$ cat src/upsps_pkg.sv
package upsps_pkg;

    // APB register map: register i at byte address 4*i
    localparam int unsigned ADDR_W = 5;
    localparam int unsigned DATA_W = 32;
    localparam int unsigned IDX_W  = 3;

    localparam logic [IDX_W-1:0] REG_UPS_ENABLED      = 3'd0;
    localparam logic [IDX_W-1:0] REG_CRITICAL_SOC     = 3'd1;
    localparam logic [IDX_W-1:0] REG_ALARM_SOC        = 3'd2;
    localparam logic [IDX_W-1:0] REG_START_CHARGE_SOC = 3'd3;
    localparam logic [IDX_W-1:0] REG_STOP_CHARGE_SOC  = 3'd4;
    localparam logic [IDX_W-1:0] REG_ALARM_PERIOD_MS  = 3'd5;

    localparam logic        RST_UPS_ENABLED      = 1'b1;
    localparam logic [6:0]  RST_CRITICAL_SOC     = 7'd10;
    localparam logic [6:0]  RST_ALARM_SOC        = 7'd20;
    localparam logic [6:0]  RST_START_CHARGE_SOC = 7'd80;
    localparam logic [6:0]  RST_STOP_CHARGE_SOC  = 7'd100;
    localparam logic [17:0] RST_ALARM_PERIOD_MS  = 18'd180000;

    // Switch actions
    localparam logic [2:0] SW_CANCEL_INV_GRID_NOW  = 3'd0;
    localparam logic [2:0] SW_CANCEL_INV           = 3'd1;
    localparam logic [2:0] SW_CANCEL_INV_GRID_DLY  = 3'd2;
    localparam logic [2:0] SW_CANCEL_GRID          = 3'd3;
    localparam logic [2:0] SW_CANCEL_GRID_INV_DLY  = 3'd4;
    localparam logic [2:0] SW_CANCEL_GRID_GRID_NOW = 3'd5;

    // Charger and inverter commands
    localparam logic [1:0] CMD_NONE  = 2'd0;
    localparam logic [1:0] CMD_START = 2'd1;
    localparam logic [1:0] CMD_STOP  = 2'd2;

    // Battery states
    localparam logic [2:0] BS_UNKNOWN        = 3'd0;
    localparam logic [2:0] BS_STANDBY        = 3'd1;
    localparam logic [2:0] BS_EMPTY          = 3'd2;
    localparam logic [2:0] BS_CHARGING       = 3'd3;
    localparam logic [2:0] BS_CHARGE_ERROR   = 3'd4;
    localparam logic [2:0] BS_DISCHARGING    = 3'd5;
    localparam logic [2:0] BS_DISCHARGE_CRIT = 3'd6;

    // Power states
    localparam logic [1:0] PS_NONE     = 2'd0;
    localparam logic [1:0] PS_GRID     = 2'd1;
    localparam logic [1:0] PS_INVERTER = 2'd2;

    typedef struct packed {
        logic              grid_voltage_ok;
        logic              switch_on_grid;
        logic              switch_on_inverter;
        logic              inverter_running;
        logic              inverter_healthy;
        logic              charger_running;
        logic              charger_preparing;
        logic              charger_drawing;
        logic              charger_healthy;
        logic              load_present;
        logic signed [7:0] battery_soc;
        logic [9:0]        elapsed_ms;
    } tick_t;

    typedef struct packed {
        logic [2:0] switch_action;
        logic [1:0] charger_command;
        logic [1:0] inverter_command;
        logic       beep;
        logic [2:0] batt_status;
        logic [1:0] power_state;
    } result_t;

    typedef struct packed {
        logic        ups_enabled;
        logic [6:0]  critical_soc;
        logic [6:0]  alarm_soc;
        logic [6:0]  start_charge_soc;
        logic [6:0]  stop_charge_soc;
        logic [17:0] alarm_period_ms;
    } cfg_t;

    typedef struct packed {
        logic [2:0] switch_action;
        logic [1:0] charger_command;
        logic [1:0] inverter_command;
        logic [2:0] batt_status;
        logic [1:0] power_state;
        logic       alarm_cond;
    } dec_t;

endpackage

$ cat src/upsps_if.sv
interface upsps_tick_if;
    logic                 valid;
    logic                 ready;
    upsps_pkg::tick_t     payload;

    modport source (output valid, output payload, input ready);
    modport sink   (input valid, input payload, output ready);
endinterface

interface upsps_result_if;
    logic                 valid;
    logic                 ready;
    upsps_pkg::result_t   payload;

    modport source (output valid, output payload, input ready);
    modport sink   (input valid, input payload, output ready);
endinterface

$ cat src/ups_power_path_supervisor.sv
// Channel   Direction  Payload                              Handshake
// tick      in         status flags, charge, elapsed ms     valid / ready
// result    out        switch, commands, beep, states       valid / ready
// apb       in/out     six configuration registers          psel / penable, pready high
//
// A tick is captured in an input register and decided from it combinationally,
// the result landing in an output register; one tick per cycle is sustained
// while the result is not stalled. A stalled result holds the output register
// while the input register still takes one more tick. Reset clears both valid
// flags and the alarm timer and loads the register defaults.
module ups_power_path_supervisor (
    input  logic                          clk,
    input  logic                          rst_n,
    upsps_tick_if.sink                    tick,
    upsps_result_if.source                result,
    input  logic                          psel,
    input  logic                          penable,
    input  logic                          pwrite,
    input  logic [upsps_pkg::ADDR_W-1:0]  paddr,
    input  logic [upsps_pkg::DATA_W-1:0]  pwdata,
    output logic [upsps_pkg::DATA_W-1:0]  prdata,
    output logic                          pready
);

    upsps_pkg::cfg_t    cfg;
    upsps_pkg::dec_t    dec;
    upsps_pkg::tick_t   in_reg;
    upsps_pkg::result_t res_reg;
    upsps_pkg::result_t res_next;
    logic               in_valid_reg;
    logic               in_valid_next;
    logic               out_valid_reg;
    logic               out_valid_next;
    logic               advance;
    logic               take_in;
    logic               beep;
    logic               alarm_active;

    upsps_cfg_regs u_cfg (
        .clk     (clk),
        .rst_n   (rst_n),
        .psel    (psel),
        .penable (penable),
        .pwrite  (pwrite),
        .paddr   (paddr),
        .pwdata  (pwdata),
        .prdata  (prdata),
        .pready  (pready),
        .cfg     (cfg)
    );

    upsps_decide u_decide (
        .tick (in_reg),
        .cfg  (cfg),
        .dec  (dec)
    );

    upsps_alarm u_alarm (
        .clk        (clk),
        .rst_n      (rst_n),
        .advance    (advance),
        .cond       (dec.alarm_cond),
        .elapsed_ms (in_reg.elapsed_ms),
        .period_ms  (cfg.alarm_period_ms),
        .beep       (beep),
        .active     (alarm_active)
    );

    assign advance    = in_valid_reg && (!out_valid_reg || result.ready);
    assign tick.ready = !in_valid_reg || advance;
    assign take_in    = tick.valid && tick.ready;

    assign result.valid   = out_valid_reg;
    assign result.payload = res_reg;

    always_comb
    begin
        res_next.switch_action    = dec.switch_action;
        res_next.charger_command  = dec.charger_command;
        res_next.inverter_command = dec.inverter_command;
        res_next.beep             = beep;
        res_next.batt_status      = dec.batt_status;
        res_next.power_state      = dec.power_state;
    end

    always_comb
    begin
        in_valid_next = in_valid_reg;
        if (take_in)
            in_valid_next = 1'b1;
        else if (advance)
            in_valid_next = 1'b0;

        out_valid_next = out_valid_reg;
        if (advance)
            out_valid_next = 1'b1;
        else if (result.ready)
            out_valid_next = 1'b0;
    end

    always_ff @(posedge clk or negedge rst_n)
    begin
        if (!rst_n)
        begin
            in_valid_reg  <= 1'b0;
            out_valid_reg <= 1'b0;
        end
        else
        begin
            in_valid_reg  <= in_valid_next;
            out_valid_reg <= out_valid_next;
        end
    end

    always_ff @(posedge clk)
    begin
        if (take_in)
            in_reg <= tick.payload;
        if (advance)
            res_reg <= res_next;
    end

`ifndef ASSERT_OFF
    // A beep is only ever raised while discharging.
    a_beep_discharging: assert property (@(posedge clk) disable iff (!rst_n)
        (out_valid_reg && res_reg.beep) |->
        ((res_reg.batt_status == upsps_pkg::BS_DISCHARGING) ||
         (res_reg.batt_status == upsps_pkg::BS_DISCHARGE_CRIT)))
        else $error("beep without discharge state");

    // An immediate grid selection never leaves the inverter as the source.
    a_grid_now_power: assert property (@(posedge clk) disable iff (!rst_n)
        (out_valid_reg &&
         ((res_reg.switch_action == upsps_pkg::SW_CANCEL_INV_GRID_NOW) ||
          (res_reg.switch_action == upsps_pkg::SW_CANCEL_GRID_GRID_NOW))) |->
        (res_reg.power_state != upsps_pkg::PS_INVERTER))
        else $error("inverter power after immediate grid selection");

    // Starting the alarm timer always comes with a beep in the same transaction.
    a_alarm_start_beep: assert property (@(posedge clk) disable iff (!rst_n)
        $rose(alarm_active) |-> (out_valid_reg && res_reg.beep))
        else $error("alarm timer started without beep");
`endif

endmodule

$ cat src/upsps_cfg_regs.sv
module upsps_cfg_regs (
    input  logic                          clk,
    input  logic                          rst_n,
    input  logic                          psel,
    input  logic                          penable,
    input  logic                          pwrite,
    input  logic [upsps_pkg::ADDR_W-1:0]  paddr,
    input  logic [upsps_pkg::DATA_W-1:0]  pwdata,
    output logic [upsps_pkg::DATA_W-1:0]  prdata,
    output logic                          pready,
    output upsps_pkg::cfg_t               cfg
);

    upsps_pkg::cfg_t                  cfg_reg;
    upsps_pkg::cfg_t                  cfg_next;
    logic [upsps_pkg::IDX_W-1:0]      idx;
    logic                             wr_en;

    assign idx    = paddr[upsps_pkg::ADDR_W-1:2];
    assign wr_en  = psel && penable && pwrite;
    assign pready = 1'b1;
    assign cfg    = cfg_reg;

    always_comb
    begin
        cfg_next = cfg_reg;
        if (wr_en)
        begin
            unique case (idx)
                upsps_pkg::REG_UPS_ENABLED:      cfg_next.ups_enabled      = pwdata[0];
                upsps_pkg::REG_CRITICAL_SOC:     cfg_next.critical_soc     = pwdata[6:0];
                upsps_pkg::REG_ALARM_SOC:        cfg_next.alarm_soc        = pwdata[6:0];
                upsps_pkg::REG_START_CHARGE_SOC: cfg_next.start_charge_soc = pwdata[6:0];
                upsps_pkg::REG_STOP_CHARGE_SOC:  cfg_next.stop_charge_soc  = pwdata[6:0];
                upsps_pkg::REG_ALARM_PERIOD_MS:  cfg_next.alarm_period_ms  = pwdata[17:0];
                default:                         cfg_next = cfg_reg;
            endcase
        end
    end

    always_comb
    begin
        unique case (idx)
            upsps_pkg::REG_UPS_ENABLED:      prdata = {31'd0, cfg_reg.ups_enabled};
            upsps_pkg::REG_CRITICAL_SOC:     prdata = {25'd0, cfg_reg.critical_soc};
            upsps_pkg::REG_ALARM_SOC:        prdata = {25'd0, cfg_reg.alarm_soc};
            upsps_pkg::REG_START_CHARGE_SOC: prdata = {25'd0, cfg_reg.start_charge_soc};
            upsps_pkg::REG_STOP_CHARGE_SOC:  prdata = {25'd0, cfg_reg.stop_charge_soc};
            upsps_pkg::REG_ALARM_PERIOD_MS:  prdata = {14'd0, cfg_reg.alarm_period_ms};
            default:                         prdata = '0;
        endcase
    end

    always_ff @(posedge clk or negedge rst_n)
    begin
        if (!rst_n)
        begin
            cfg_reg.ups_enabled      <= upsps_pkg::RST_UPS_ENABLED;
            cfg_reg.critical_soc     <= upsps_pkg::RST_CRITICAL_SOC;
            cfg_reg.alarm_soc        <= upsps_pkg::RST_ALARM_SOC;
            cfg_reg.start_charge_soc <= upsps_pkg::RST_START_CHARGE_SOC;
            cfg_reg.stop_charge_soc  <= upsps_pkg::RST_STOP_CHARGE_SOC;
            cfg_reg.alarm_period_ms  <= upsps_pkg::RST_ALARM_PERIOD_MS;
        end
        else
        begin
            cfg_reg <= cfg_next;
        end
    end

endmodule

$ cat src/upsps_decide.sv
module upsps_decide (
    input  upsps_pkg::tick_t tick,
    input  upsps_pkg::cfg_t  cfg,
    output upsps_pkg::dec_t  dec
);

    logic       known;
    logic [6:0] soc_mag;
    logic       batt_ok;
    logic       low;
    logic       imm_grid;
    logic       grid_sel;
    logic       inv_sel;
    logic       chg_done;
    logic [2:0] sw;
    logic [1:0] chg_cmd;
    logic [1:0] inv_cmd;
    logic [2:0] batt_status;
    logic [1:0] pwr_state;
    logic       alarm_cond;

    // A negative charge is unknown; a known charge fits in seven bits.
    assign known   = ~tick.battery_soc[7];
    assign soc_mag = tick.battery_soc[6:0];
    assign batt_ok = known && (cfg.critical_soc < soc_mag);
    assign low     = !known || (soc_mag < cfg.alarm_soc);

    always_comb
    begin
        if (!batt_ok)
            sw = upsps_pkg::SW_CANCEL_INV_GRID_NOW;
        else if (tick.grid_voltage_ok)
            sw = tick.switch_on_grid ? upsps_pkg::SW_CANCEL_INV
                                     : upsps_pkg::SW_CANCEL_INV_GRID_DLY;
        else if (cfg.ups_enabled && tick.load_present)
            sw = tick.switch_on_inverter ? upsps_pkg::SW_CANCEL_GRID
                                         : upsps_pkg::SW_CANCEL_GRID_INV_DLY;
        else
            sw = tick.switch_on_inverter ? upsps_pkg::SW_CANCEL_GRID_GRID_NOW
                                         : upsps_pkg::SW_CANCEL_GRID;
    end

    // An immediate grid selection counts as done for the rest of the tick.
    assign imm_grid = (sw == upsps_pkg::SW_CANCEL_INV_GRID_NOW) ||
                      (sw == upsps_pkg::SW_CANCEL_GRID_GRID_NOW);
    assign grid_sel = tick.switch_on_grid || imm_grid;
    assign inv_sel  = tick.switch_on_inverter && !imm_grid;

    assign chg_done = (known && (cfg.stop_charge_soc <= soc_mag)) ||
                      (!tick.charger_preparing && !tick.charger_drawing);

    always_comb
    begin
        chg_cmd = upsps_pkg::CMD_NONE;
        if (tick.grid_voltage_ok && grid_sel)
        begin
            if (tick.charger_running)
            begin
                if (chg_done)
                    chg_cmd = upsps_pkg::CMD_STOP;
            end
            else if (known && (cfg.start_charge_soc >= soc_mag))
            begin
                chg_cmd = upsps_pkg::CMD_START;
            end
        end
        else if (tick.charger_running || tick.charger_preparing)
        begin
            chg_cmd = upsps_pkg::CMD_STOP;
        end
    end

    always_comb
    begin
        inv_cmd = upsps_pkg::CMD_NONE;
        if (inv_sel && cfg.ups_enabled && batt_ok && tick.load_present)
        begin
            if (!tick.inverter_running)
                inv_cmd = upsps_pkg::CMD_START;
        end
        else if (tick.inverter_running)
        begin
            inv_cmd = upsps_pkg::CMD_STOP;
        end
    end

    always_comb
    begin
        if (tick.inverter_healthy && inv_sel)
            batt_status = low ? upsps_pkg::BS_DISCHARGE_CRIT : upsps_pkg::BS_DISCHARGING;
        else if (tick.charger_running)
            batt_status = tick.charger_healthy ? upsps_pkg::BS_CHARGING
                                               : upsps_pkg::BS_CHARGE_ERROR;
        else if (!known)
            batt_status = upsps_pkg::BS_UNKNOWN;
        else if (cfg.critical_soc >= soc_mag)
            batt_status = upsps_pkg::BS_EMPTY;
        else
            batt_status = upsps_pkg::BS_STANDBY;
    end

    assign alarm_cond = batt_ok && low &&
                        ((batt_status == upsps_pkg::BS_DISCHARGING) ||
                         (batt_status == upsps_pkg::BS_DISCHARGE_CRIT));

    always_comb
    begin
        if (grid_sel)
            pwr_state = tick.grid_voltage_ok ? upsps_pkg::PS_GRID : upsps_pkg::PS_NONE;
        else
            pwr_state = tick.inverter_healthy ? upsps_pkg::PS_INVERTER
                                              : upsps_pkg::PS_NONE;
    end

    assign dec = {sw, chg_cmd, inv_cmd, batt_status, pwr_state, alarm_cond};

endmodule

$ cat src/upsps_alarm.sv
module upsps_alarm (
    input  logic        clk,
    input  logic        rst_n,
    input  logic        advance,
    input  logic        cond,
    input  logic [9:0]  elapsed_ms,
    input  logic [17:0] period_ms,
    output logic        beep,
    output logic        active
);

    logic        active_reg;
    logic        active_next;
    logic [17:0] elapsed_reg;
    logic [17:0] elapsed_next;
    logic [18:0] sum;
    logic [17:0] acc;
    logic        fire;

    // The timer advances before the decision and saturates at the period.
    assign sum  = {1'b0, elapsed_reg} + {9'd0, elapsed_ms};
    assign acc  = !active_reg ? elapsed_reg :
                  (sum > {1'b0, period_ms}) ? period_ms : sum[17:0];
    assign fire = acc >= period_ms;

    assign beep   = cond && (!active_reg || fire);
    assign active = active_reg;

    always_comb
    begin
        active_next  = active_reg;
        elapsed_next = elapsed_reg;
        if (advance)
        begin
            active_next  = cond;
            elapsed_next = (cond && active_reg && !fire) ? acc : 18'd0;
        end
    end

    always_ff @(posedge clk or negedge rst_n)
    begin
        if (!rst_n)
        begin
            active_reg  <= 1'b0;
            elapsed_reg <= 18'd0;
        end
        else
        begin
            active_reg  <= active_next;
            elapsed_reg <= elapsed_next;
        end
    end

endmodule
$ cat src/flat_wrapper.sv
// flat-port wrapper written by rule: the top's interface ports become plain ports
module ups_power_path_supervisor_flat 
  (clk, rst_n, psel, penable, pwrite, paddr, pwdata, prdata, pready, tick_valid, tick_payload, tick_ready, result_valid, result_payload, result_ready);
  upsps_tick_if tick_i ();
  upsps_result_if result_i ();
  input  logic clk;
  input  logic rst_n;
  input  logic psel;
  input  logic penable;
  input  logic pwrite;
  input  logic [upsps_pkg::ADDR_W-1:0] paddr;
  input  logic [upsps_pkg::DATA_W-1:0] pwdata;
  output logic [upsps_pkg::DATA_W-1:0] prdata;
  output logic pready;
  input wire logic [$bits(tick_i.valid)-1:0] tick_valid;
  input wire logic [$bits(tick_i.payload)-1:0] tick_payload;
  output wire logic [$bits(tick_i.ready)-1:0] tick_ready;
  output wire logic [$bits(result_i.valid)-1:0] result_valid;
  output wire logic [$bits(result_i.payload)-1:0] result_payload;
  input wire logic [$bits(result_i.ready)-1:0] result_ready;
  assign tick_i.valid = tick_valid;
  assign tick_i.payload = tick_payload;
  assign tick_ready = tick_i.ready;
  assign result_valid = result_i.valid;
  assign result_payload = result_i.payload;
  assign result_i.ready = result_ready;
  ups_power_path_supervisor u_core (.clk(clk), .rst_n(rst_n), .tick(tick_i), .result(result_i), .psel(psel), .penable(penable), .pwrite(pwrite), .paddr(paddr), .pwdata(pwdata), .prdata(prdata), .pready(pready));
endmodule
$ cat config.mk
export PLATFORM = sky130hd
export DESIGN_NAME = ups_power_path_supervisor_flat
export DESIGN_NICKNAME = d
export VERILOG_FILES = /design/src/upsps_pkg.sv /design/src/upsps_if.sv /design/src/ups_power_path_supervisor.sv /design/src/upsps_cfg_regs.sv /design/src/upsps_decide.sv /design/src/upsps_alarm.sv /design/src/flat_wrapper.sv
export SDC_FILE = /design/constraint.sdc
export NUM_CORES = 1
export LEC_CHECK = 0
export BUFFER_PORTS_ARGS = -buffer_cell sky130_fd_sc_hd__buf_4
export CAP_MARGIN = 20
export CORE_AREA = 2 2 145 147
export CTS_CLUSTER_SIZE = 20
export DETAILED_ROUTE_END_ITERATION = 6
export DIE_AREA = 0 0 147 149
export GPL_TIMING_DRIVEN = 0
export PLACE_DENSITY = 0.63
export SETUP_SLACK_MARGIN = 0.15
export SLEW_MARGIN = 20
export SYNTH_ARGS = -nofsm -noshare
export SYNTH_HDL_FRONTEND = slang
export SYNTH_SLANG_ARGS = --single-unit
export TNS_END_PERCENT = 1
$ cat constraint.sdc
create_clock -name clk -period 8.13 [get_ports clk]
set_clock_uncertainty 0.2 [all_clocks]
set_input_delay 0.4065 -clock clk [delete_from_list [all_inputs] [get_ports clk]]
set_output_delay 0.4065 -clock clk [all_outputs]
set_load 0.01 [all_outputs]
==> run summary <==
TIMING
----------------------------------------------------------------------------------
Unrepaired setup endpoints after global routing                              false
Count of final hold-check violations                                             0
Fmax achieved                                                              138 MHz
Count of final setup violators                                                   0
Final period utilization                                                     88.8%
Max Slew Vio Count                                                               0
Accumulated negative setup slack                                              0 ns
Max-slew headroom                                                            39.8%
Min Tclk post-route                                                        7.22 ns
Worst Tran Pin Value                                                      0.904 ns

CLOCKING
----------------------------------------------------------------------------------
CTS clk-pin slew, worst paths                                              0.08 ns
Deepest level of the CTS H-tree                                                  3
Latest clock arrival within the worst-skew pair                            0.37 ns
# clock sinks                                                                  109
Clock buffer count from CTS                                                      9
TritonCTS clock tree                                                           yes
Post-CTS setup repair buffer count                                               0
CTS Root Buffer Type                                                  sky130_fd_sc_hd__clkbuf_16
Max Buffers Root-to-Sink                                                         2

FINAL LAYOUT
----------------------------------------------------------------------------------
Fill cell instance count of the final layout                                  2081
Ratio of cells with drive above 1 in the final layout                        22.4%
Core utilization of the finished layout                                      41.3%
Layout area overhead                                                         20.6%
Net count reported at finish                                                   975
Flip-flop count of the largest register, all copies and words added             47
Diode insertion count for antenna repair                                         0
Final non-filler cell total                                                   1108

GLOBAL ROUTE
----------------------------------------------------------------------------------
GR met1 Demand/Resource                                                      23.9%
Global-route wire length before repair                                    29000 um
Via count of the first global-routing pass                                    5407
Met3 layer usage reported by global route                                    2.05%
Final global-route overflow total                                                0
Maximum number of pins on one net before global-route repair                    69
Most crowded layer after global routing                                       met2
Total GRT Usage                                                              17.1%
Met2 layer usage reported by global route                                    27.3%
Number of antenna violations at the first check in global routing                0

PLACEMENT
----------------------------------------------------------------------------------
Placer congestion estimate                                                   0.880
Port Buffers                                                                    87
Hpwl dp                                                                   14000 um
Number of placed cells counting well taps                                     1083

FLOORPLANNING
----------------------------------------------------------------------------------
Height of the chip                                                          149 um
Starting density of the core                                                 34.3%
DIE AREA                                                                21900 um^2
Total number of placement rows                                                  53
Placeable core region                                                   20600 um^2
IO Count                                                                       120
Die width                                                                   147 um

SYNTHESIS
----------------------------------------------------------------------------------
Synth top cells by count                                              sky130_fd_sc_hd__ha_1 (74), sky130_fd_sc_hd__o21ai_0 (68), sky130_fd_sc_hd__nand2_1 (65)
Synth Cell Area                                                          7040 um^2
Fraction of synthesis flops using an asynchronous set or reset pin           62.4%
Post-synth cell types                                                           72
Post-synthesis sequential area ratio                                         42.0%
Number of enable-type register cells in the synthesized netlist                 41
Cell taking the most area after synthesis                             sky130_fd_sc_hd__edfxtp_1
Proportion of netlist area held by the largest area contributor              17.5%
Post-synthesis register bit count                                              109
Number of warning messages in the yosys log                                      0
Most used standard cell by instance count after synthesis             sky130_fd_sc_hd__ha_1
Post-synthesis average cell area                                         9.96 um^2
Top area cells in the synthesized netlist                             sky130_fd_sc_hd__edfxtp_1 (17%), sky130_fd_sc_hd__dfrtp_1 (17%), sky130_fd_sc_hd__ha_1 (13%), sky130_fd_sc_hd__dfstp_2 (7.1%), sky130_fd_sc_hd__o21ai_0 (4.8%)
Synthesized instance count                                                     707
Primary FF master, synth                                              sky130_fd_sc_hd__dfrtp_1

ROUTE
----------------------------------------------------------------------------------
First-pass detailed-route iteration total                                        5
WL/cell                                                                    16.6 um
Routed wire length                                                        18400 um
Vias post-DR                                                                  5653
Number of DRC violations after detailed routing                                  0
Number of DRC markers after the initial detailed-route iteration               416
Vias per cell                                                                 5.10
Count of antenna-violating nets left after detailed routing                      0

WORST HOLD PATH
----------------------------------------------------------------------------------
Worst min-delay path class                                            primary input to register
HP Start                                                              tick_payload[22]

JOB
----------------------------------------------------------------------------------
Number of maximum-capacitance constraint violations                              0

WORST SETUP PATH
----------------------------------------------------------------------------------
Reg-to-reg startpoint                                                 u_core.u_alarm.elapsed_reg[8]$_DFFE_PN0P_
Critical path origin                                                  u_core.u_alarm.elapsed_reg[8]$_DFFE_PN0P_
Kind of start point of the critical path                                  register
WP data arrival                                                            7.29 ns
Worst setup path category                                             register to register
Required time worst endpoint                                               8.20 ns
Critical-path maximum fanout                                                    10
Endpoint class of the critical path                                       register

STATUS
----------------------------------------------------------------------------------
Status                                                                finished, final reports clean

POWER AND IR DROP
----------------------------------------------------------------------------------
Post-layout total power                                                    1.54 mW
Leakage dissipation                                                        3.82 nW
P per Cell Area                                                        181 nW/um^2
Maximum vdd ir drop                                                       0.120 mV

area by class of cell:
| type | instances | area, um^2 | share of cell area (%) |
|---|---|---|---|
| Multi-Input combinational cell | 518 | 3700 | 43.6 |
| Sequential cell | 109 | 2960 | 34.8 |
| Timing Repair Buffer | 97 | 771 | 9.07 |
| Tap cell | 275 | 344 | 4.05 |
| Buffer | 40 | 234 | 2.75 |
| Clock buffer | 10 | 229 | 2.70 |
| Inverter | 53 | 199 | 2.34 |
| Clock inverter | 6 | 56.3 | 0.663 |
power breakdown:
group	total [mW]	leakage, nW	switching [mW]	internal (mW)
Sequential	0.697	1.22	0.0402	0.657
Combinational	0.401	2.46	0.227	0.174
Clock	0.442	0.140	0.228	0.214
stage by stage:
stage / worst slack, ns / area [um^2] / hold slack, ns
after global placement: 1.14 / 8090 / 0.287
final: 0.907 / 8490 / 0.00613
after detailed placement: 1.10 / 8120 / 0.291
after global routing: 0.632 / 8490 / 0.000867
after CTS: 1.04 / 8480 / 0.000312
after floorplan: 2.41 / 7090 / -0.0891
cells by family (layout without fill, tap and decap cells):
| group | Yosys count | after routing | share of synthesized area [%] |
|---|---|---|---|
| AO/OA/AOI/OAI | 207 | 207 | 18.9 |
| XOR/XNOR | 15 | 15 | 1.87 |
| adder cells (fa/ha/maj) | 75 | 75 | 13.4 |
| buffers and inverters | 93 | 206 | 6.15 |
| flip-flops | 109 | 109 | 42.0 |
| multiplexers | 37 | 37 | 5.72 |
| other | 2 | 15 | 0.107 |
| AND/OR/NAND/NOR | 169 | 169 | 11.8 |
timing repair:
| action | in CTS | in global routing |
|---|---|---|
| resized for setup | 0 | 0 |
| hold buffers | 8 | 1 |
| endpoints found under the hold margin | 11 | 1 |
placed cells by master (no fill, tap or decap), types with 3 or more instances in the layout:
cell type,instances
sky130_fd_sc_hd__a32o_1,3
sky130_fd_sc_hd__nand3_1,5
sky130_fd_sc_hd__mux2i_1,11
sky130_fd_sc_hd__edfxtp_1,41
sky130_fd_sc_hd__ha_1,74
sky130_fd_sc_hd__a21oi_1,30
sky130_fd_sc_hd__a31oi_1,5
sky130_fd_sc_hd__clkbuf_16,9
sky130_fd_sc_hd__a211oi_1,12
sky130_fd_sc_hd__o31ai_1,6
sky130_fd_sc_hd__conb_1,15
sky130_fd_sc_hd__clkbuf_1,18
sky130_fd_sc_hd__inv_1,52
sky130_fd_sc_hd__o22ai_1,13
sky130_fd_sc_hd__buf_4,102
sky130_fd_sc_hd__dlygate4sd3_1,9
sky130_fd_sc_hd__nor2_1,42
sky130_fd_sc_hd__nor3_1,5
sky130_fd_sc_hd__o21a_1,7
sky130_fd_sc_hd__o211ai_1,5
sky130_fd_sc_hd__mux2_2,26
sky130_fd_sc_hd__xnor2_1,14
sky130_fd_sc_hd__buf_6,3
sky130_fd_sc_hd__dfrtp_1,49
sky130_fd_sc_hd__buf_2,4
sky130_fd_sc_hd__dfstp_2,19
sky130_fd_sc_hd__nand2b_1,11
sky130_fd_sc_hd__and2_1,5
sky130_fd_sc_hd__and3_1,6
sky130_fd_sc_hd__nand4_1,8
sky130_fd_sc_hd__a21o_1,9
sky130_fd_sc_hd__o21ai_1,14
sky130_fd_sc_hd__o21ai_0,68
sky130_fd_sc_hd__or3_1,3
sky130_fd_sc_hd__nand2_1,65
sky130_fd_sc_hd__nor2b_1,5
sky130_fd_sc_hd__a22oi_1,10
layer usage:
metal,share of wire [%],vias up
met3,5.4,20
li1,-,2781
met5,0,-
met1,48,2679
met4,1.8,0
met2,45,173
worst max-delay path: stages, from the launching register on:
cell and delay, ns:
sky130_fd_sc_hd__dfrtp_1 0.41, sky130_fd_sc_hd__ha_1 0.35, sky130_fd_sc_hd__a21o_1 0.21, sky130_fd_sc_hd__a21oi_1 0.70, sky130_fd_sc_hd__a21boi_0 0.38, sky130_fd_sc_hd__xnor2_1 0.23
sky130_fd_sc_hd__ha_1 0.30, sky130_fd_sc_hd__nand3_2 0.14, sky130_fd_sc_hd__nor4_4 0.43, sky130_fd_sc_hd__o31ai_1 0.21, sky130_fd_sc_hd__a32oi_2 0.44, sky130_fd_sc_hd__clkbuf_1 0.43
sky130_fd_sc_hd__o21ai_0 0.17, sky130_fd_sc_hd__o21ai_1 0.10, sky130_fd_sc_hd__a22oi_1 0.11, sky130_fd_sc_hd__ha_1 0.33, sky130_fd_sc_hd__a211oi_1 0.24, sky130_fd_sc_hd__nor2_1 0.09
sky130_fd_sc_hd__or3_1 0.37, sky130_fd_sc_hd__a2111o_1 0.43, sky130_fd_sc_hd__o21ai_2 0.23, sky130_fd_sc_hd__nand3_4 0.22, sky130_fd_sc_hd__buf_6 0.24, sky130_fd_sc_hd__o22ai_1 0.18
final timing paths:
kind,end,slack [ns],depth (start not counted)
worst max register to register,u_core.u_alarm.elapsed_reg[10]$_DFFE_PN0P_,0.91,23
worst max-delay path,u_core.u_alarm.elapsed_reg[10]$_DFFE_PN0P_,0.91,23
worst min-delay path,u_core.in_reg[22]$_DFFE_PP_,0.006,1
worst min register to register,u_core.result.valid$_DFFE_PN0P_,0.32,1
max in group asynchronous,u_core.u_cfg.cfg[27]$_DFFE_PN0P_,6.61,2
min in group asynchronous,u_core.u_alarm.elapsed_reg[11]$_DFFE_PN0P_,0.50,2
Note: power is estimated with default switching activity, not from simulation.
